<file path="src/rtl/core/frs_pkg.sv">
// Shared types and constants for the Fenwick range sum store.
package frs_pkg;

  // Fixed widths of the item fields and of the size register.
  localparam int IDX_W = 11;
  localparam int VAL_W = 32;

  // Size register value after reset.
  localparam logic [IDX_W-1:0] SIZE_RESET = 11'd1024;

  // Operation codes carried in the mode field.
  localparam logic [1:0] MODE_CLEAR = 2'd0;
  localparam logic [1:0] MODE_ADD   = 2'd1;
  localparam logic [1:0] MODE_SET   = 2'd2;
  localparam logic [1:0] MODE_QUERY = 2'd3;

  // Sources for loading the tree walk index.
  localparam logic [1:0] KSEL_P1    = 2'd0;  // last index for a query, first for a set
  localparam logic [1:0] KSEL_P0    = 2'd1;  // first index minus one
  localparam logic [1:0] KSEL_FIRST = 2'd2;  // first index, start of an update walk

  // One input beat.
  typedef struct packed {
    logic [1:0]              mode;
    logic [IDX_W-1:0]        first_index;
    logic [IDX_W-1:0]        last_index;
    logic signed [VAL_W-1:0] value;
  } frs_in_t;

  // One result beat.
  typedef struct packed {
    logic signed [VAL_W-1:0] range_sum;
    logic                    status;
  } frs_out_t;

  // Commands from the controller to the datapath.
  typedef struct packed {
    logic       cap_item;
    logic       sweep_init;
    logic       sweep_wr;
    logic       k_load;
    logic [1:0] k_sel;
    logic       k_down;
    logic       acc_clr;
    logic       acc_add;
    logic       rd_en;
    logic       save_a;
    logic       diff_load;
    logic       delta_load;
    logic       upd_wr;
    logic       res_load;
  } frs_cmd_t;

  // Status from the datapath to the controller.
  typedef struct packed {
    logic [1:0] mode;
    logic       err;
    logic       k_zero;
    logic       k_over;
    logic       sweep_last;
    logic       out_free;
  } frs_sts_t;

endpackage

</file>
<file path="src/rtl/core/frs_ctrl.sv">
// Controller state machine of the Fenwick range sum store.
module frs_ctrl import frs_pkg::*; (
  input  logic     clk,
  input  logic     rst_n,
  input  logic     in_valid,
  output logic     in_stall,
  input  frs_sts_t sts,
  output frs_cmd_t cmd
);

  localparam logic [3:0] S_INIT   = 4'd0;
  localparam logic [3:0] S_IDLE   = 4'd1;
  localparam logic [3:0] S_CHECK  = 4'd2;
  localparam logic [3:0] S_CLR    = 4'd3;
  localparam logic [3:0] S_PA_RD  = 4'd4;
  localparam logic [3:0] S_PA_ACC = 4'd5;
  localparam logic [3:0] S_PB_RD  = 4'd6;
  localparam logic [3:0] S_PB_ACC = 4'd7;
  localparam logic [3:0] S_DELTA  = 4'd8;
  localparam logic [3:0] S_UP_RD  = 4'd9;
  localparam logic [3:0] S_UP_WR  = 4'd10;
  localparam logic [3:0] S_RESULT = 4'd11;

  logic [3:0] state_r;
  logic [3:0] state_nxt;

  assign in_stall = (state_r != S_IDLE);

  // Next state and datapath commands.
  always_comb begin
    state_nxt = state_r;
    cmd       = '0;
    case (state_r)
      S_INIT: begin
        cmd.sweep_wr = 1'b1;
        if (sts.sweep_last) begin
          state_nxt = S_IDLE;
        end
      end
      S_IDLE: begin
        if (in_valid) begin
          cmd.cap_item = 1'b1;
          state_nxt    = S_CHECK;
        end
      end
      S_CHECK: begin
        if (sts.mode == MODE_CLEAR) begin
          cmd.sweep_init = 1'b1;
          state_nxt      = S_CLR;
        end else if (sts.err) begin
          state_nxt = S_RESULT;
        end else if (sts.mode == MODE_ADD) begin
          cmd.k_load     = 1'b1;
          cmd.k_sel      = KSEL_FIRST;
          cmd.delta_load = 1'b1;
          state_nxt      = S_UP_RD;
        end else begin
          cmd.k_load  = 1'b1;
          cmd.k_sel   = KSEL_P1;
          cmd.acc_clr = 1'b1;
          state_nxt   = S_PA_RD;
        end
      end
      S_CLR: begin
        cmd.sweep_wr = 1'b1;
        if (sts.sweep_last) begin
          state_nxt = S_RESULT;
        end
      end
      // First prefix walk, downward by the lowest set bit.
      S_PA_RD: begin
        if (sts.k_zero) begin
          cmd.save_a  = 1'b1;
          cmd.k_load  = 1'b1;
          cmd.k_sel   = KSEL_P0;
          cmd.acc_clr = 1'b1;
          state_nxt   = S_PB_RD;
        end else begin
          cmd.rd_en = 1'b1;
          state_nxt = S_PA_ACC;
        end
      end
      S_PA_ACC: begin
        cmd.acc_add = 1'b1;
        cmd.k_down  = 1'b1;
        state_nxt   = S_PA_RD;
      end
      // Second prefix walk, up to the element before the range.
      S_PB_RD: begin
        if (sts.k_zero) begin
          cmd.diff_load = 1'b1;
          state_nxt     = (sts.mode == MODE_QUERY) ? S_RESULT : S_DELTA;
        end else begin
          cmd.rd_en = 1'b1;
          state_nxt = S_PB_ACC;
        end
      end
      S_PB_ACC: begin
        cmd.acc_add = 1'b1;
        cmd.k_down  = 1'b1;
        state_nxt   = S_PB_RD;
      end
      S_DELTA: begin
        cmd.delta_load = 1'b1;
        cmd.k_load     = 1'b1;
        cmd.k_sel      = KSEL_FIRST;
        state_nxt      = S_UP_RD;
      end
      // Update walk: read, add and write back each node up to the size.
      S_UP_RD: begin
        if (sts.k_zero || sts.k_over) begin
          state_nxt = S_RESULT;
        end else begin
          cmd.rd_en = 1'b1;
          state_nxt = S_UP_WR;
        end
      end
      S_UP_WR: begin
        cmd.upd_wr = 1'b1;
        state_nxt  = S_UP_RD;
      end
      S_RESULT: begin
        if (sts.out_free) begin
          cmd.res_load = 1'b1;
          state_nxt    = S_IDLE;
        end
      end
      default: begin
        state_nxt = S_IDLE;
      end
    endcase
  end

  always_ff @(posedge clk) begin
    if (!rst_n) begin
      state_r <= S_INIT;
    end else begin
      state_r <= state_nxt;
    end
  end

endmodule

</file>
<file path="config.mk">
export PLATFORM = sky130hd
export DESIGN_NAME = frs_ctrl
export DESIGN_NICKNAME = d
export VERILOG_FILES = /design/src/rtl/core/frs_pkg.sv /design/src/rtl/core/frs_ctrl.sv
export SDC_FILE = /design/constraint.sdc
export NUM_CORES = 1
export LEC_CHECK = 0
export ABC_AREA = 1
export BUFFER_PORTS_ARGS = -buffer_cell sky130_fd_sc_hd__buf_2
export CAP_MARGIN = 20
export CORE_AREA = 3 3 40 42
export DETAILED_ROUTE_END_ITERATION = 10
export DIE_AREA = 0 0 43 45
export PLACE_DENSITY = 0.71
export SETUP_SLACK_MARGIN = 0.05
export SLEW_MARGIN = 20
export SYNTH_ARGS = -nofsm -noshare
export SYNTH_HDL_FRONTEND = slang
export SYNTH_SLANG_ARGS = --single-unit
</file>
<file path="constraint.sdc">
create_clock -name clk -period 2.35 [get_ports clk]
set_input_delay 0.47 -clock clk [delete_from_list [all_inputs] [get_ports clk]]
set_output_delay 0.47 -clock clk [all_outputs]
set_load 0.05 [all_outputs]
</file>
==> out/metrics.csv <==
metric;value;unit
status;finished, final reports clean;
Syn Nets;111;
syn_area_per_cell;5.513;um^2
Max clock buf depth;2;
share of async-settable or async-resettable flops after synthesis;0;%
Net Sw Frac;62.02;%
Comb power frac;73.0;%
Post-CTS Setup Bufs;0;
number of synthesized flops with an enable pin;0;
Mapped Area;556.8;um^2
routed via count;695;
vias in the first global route;608;
GRT overflow;0;
CTS root buf;clkbuf_4;
Period minus WS final;2.082;ns
clk_skew;0.0008497;ns
LEAKAGE;0.4249;nW
max-cap viol count;0;
Fin Hold WS;0.5036;ns
Total GRT Usage;15.58;%
largest area contributor in the netlist;nand2_1;
DR iter-0 viols;20;
Worst-Margin Slew;0.2858;ns
crit path capture type;output port;
initial antenna violation count;0;
Core ar.;1285;um^2
Synth top area share;18.88;%
final std cells w/o fill;143;
Tcrit/Tclk final;88.61;%
DP Worst Slack;0.4593;ns
final setup fails;0;
Synth Register Bits;4;
cts hold-fix bufs;0;
first-pass GRT wire length;2339;um
YS warnings;0;
initial core utilization;43.33;%
WP data arrival;1.61;ns
clk_lat worst skew;0.23;ns
Rows;13;
Avg WL per Cell;9.769;um
class of the most critical setup path;flip-flop to output port;
fraction of the yosys area taken by sequential cells;14.38;%
Most used DFF post-synth;dfxtp_1;
die area;1935;um^2
Psw;479.1;uW
critical path startpoint category;flip-flop;
Pre-antenna DRT Iters;4;
TritonCTS clock tree;yes;
Clk pwr share;10.4;%
Peak supply drop;0.5180;mV
final worst slack;0.2677;ns
Worst EP required;1.88;ns
n_diodes;0;
# resized after CTS;0;
post-place instance area;698.2;um^2
max FFs per register;4;
nets;140;
Vias/cell;4.860;
Finished Core Util;56.09;%
Clock Sinks;4;
Worst Hold Class;primary input to flip-flop;
unrepaired setup endpoints after global routing;no;
placed insts;140;
Flop pwr share;16.7;%
ANT nets after route;0;
final hold vios;0;
Area Overhead vs Synth;29.44;%
Die Wd;43;um
DP Wirelength;1186;um
I/O pin count;26;
Rel. slew slack;80.88;%
GP Congestion;0.8382;
CTS buffer count;3;
Final Cell Area;720.7;um^2
Port Buffers;25;
number of remaining DRC errors;0;
layout cells sized above 1;35.94;%
Yosys cell types;20;
Largest Register;state_r;
Post-Syn Instances;101;
biggest regs;state_r (4);
Pwr Density;1072;nW/um^2
CTS clk-pin slew, worst paths;0.03;ns
Synth top cells by count;nand2_1, nor2_1, inv_1, nand3_1, nor2_4;
die height;45;um
P_int;293.4;uW
most common cell in the synthesized netlist;nand2_1;
DRT Wirelength;1397;um
H-tree depth;1;
largest net degree at the start of global routing;8;
Pins Over Slew Limit;0;
ranking of synthesized cells by area;nand2_1, dfxtp_1, nor2_1;
max frequency;0.4802;GHz
Worst Path Max Fanout;6;
## critical path, stage by stage (launching register included)
cell and delay (ns):
dfxtp_1 0.37, nor2_2 0.29, nand2_2 0.13, nor3_2 0.15
nand2_1 0.09, o21ai_0 0.08, buf_2 0.28
## area by class of cell
class                      count  area [um^2]
tap                           15        18.77
fill                         135        564.3
sequential                     4        80.08
timing repair buffer          25        125.1
inverter                      17        63.81
clock buffer                   3        22.52
multi-input combinational     79        410.4
## stage by stage
step                      power (mW)  setup TNS [ns]
after global placement        0.6922               0
final                         0.7724               0
after detailed placement      0.6922               0
after CTS                     0.7793               0
after global routing          0.8483               0
after floorplan               0.5809        -0.01234
## cell families (layout without fill, tap and decap cells)
group                  count (synthesis)  count (layout)  synth area share [%]
AND/OR/NAND/NOR                       69              69                 61.35
buffers and inverters                 18              45                 12.81
AO/OA/AOI/OAI                         10              10                 11.46
flip-flops                             4               4                 14.38
## layout by cell type, fill, tap and decap left out
cell,instances
nand3b_1,2
nor2_1,17
nand2_2,2
or2_2,1
buf_2,25
nor3_1,2
a21oi_2,1
o211ai_1,1
nor2_4,5
nor2_2,2
nor3_2,1
o31ai_1,2
nand2_1,28
nand3_2,1
a21oi_1,3
inv_2,4
inv_1,13
o31ai_2,1
dfxtp_1,4
o21ai_0,2
clkbuf_4,3
nand3_1,8
## power by group through the flow
stage	registers (mW)	logic [mW]	clock network, mW
5_1_grt	0.131	0.626	0.0920
3_3_place_gp	0.131	0.561	0
4_1_cts	0.128	0.566	0.0854
6_report	0.129	0.564	0.0802
3_5_place_dp	0.129	0.563	0
2_1_floorplan	0.123	0.458	0
## path summary, 6_finish.rpt
path              start    endpoint  slack [ns]  cells after the start
max          state_r[3]      cmd[7]        0.27                      6
min               rst_n  state_r[0]        0.50                      3
max reg2reg  state_r[0]  state_r[0]        1.03                      9
min reg2reg  state_r[1]  state_r[1]        0.57                      2
## routing by layer
layer	vias up	GRT usage (%)	wire (um)	share of wire, %
met5	-	0	0	0
met4	0	7.229	0	0
met3	0	2.390	87	6.2
met2	22	26.35	635	45
met1	297	19.57	673	48
li1	376	-	-	-
Power figures use the tool's default switching activity.
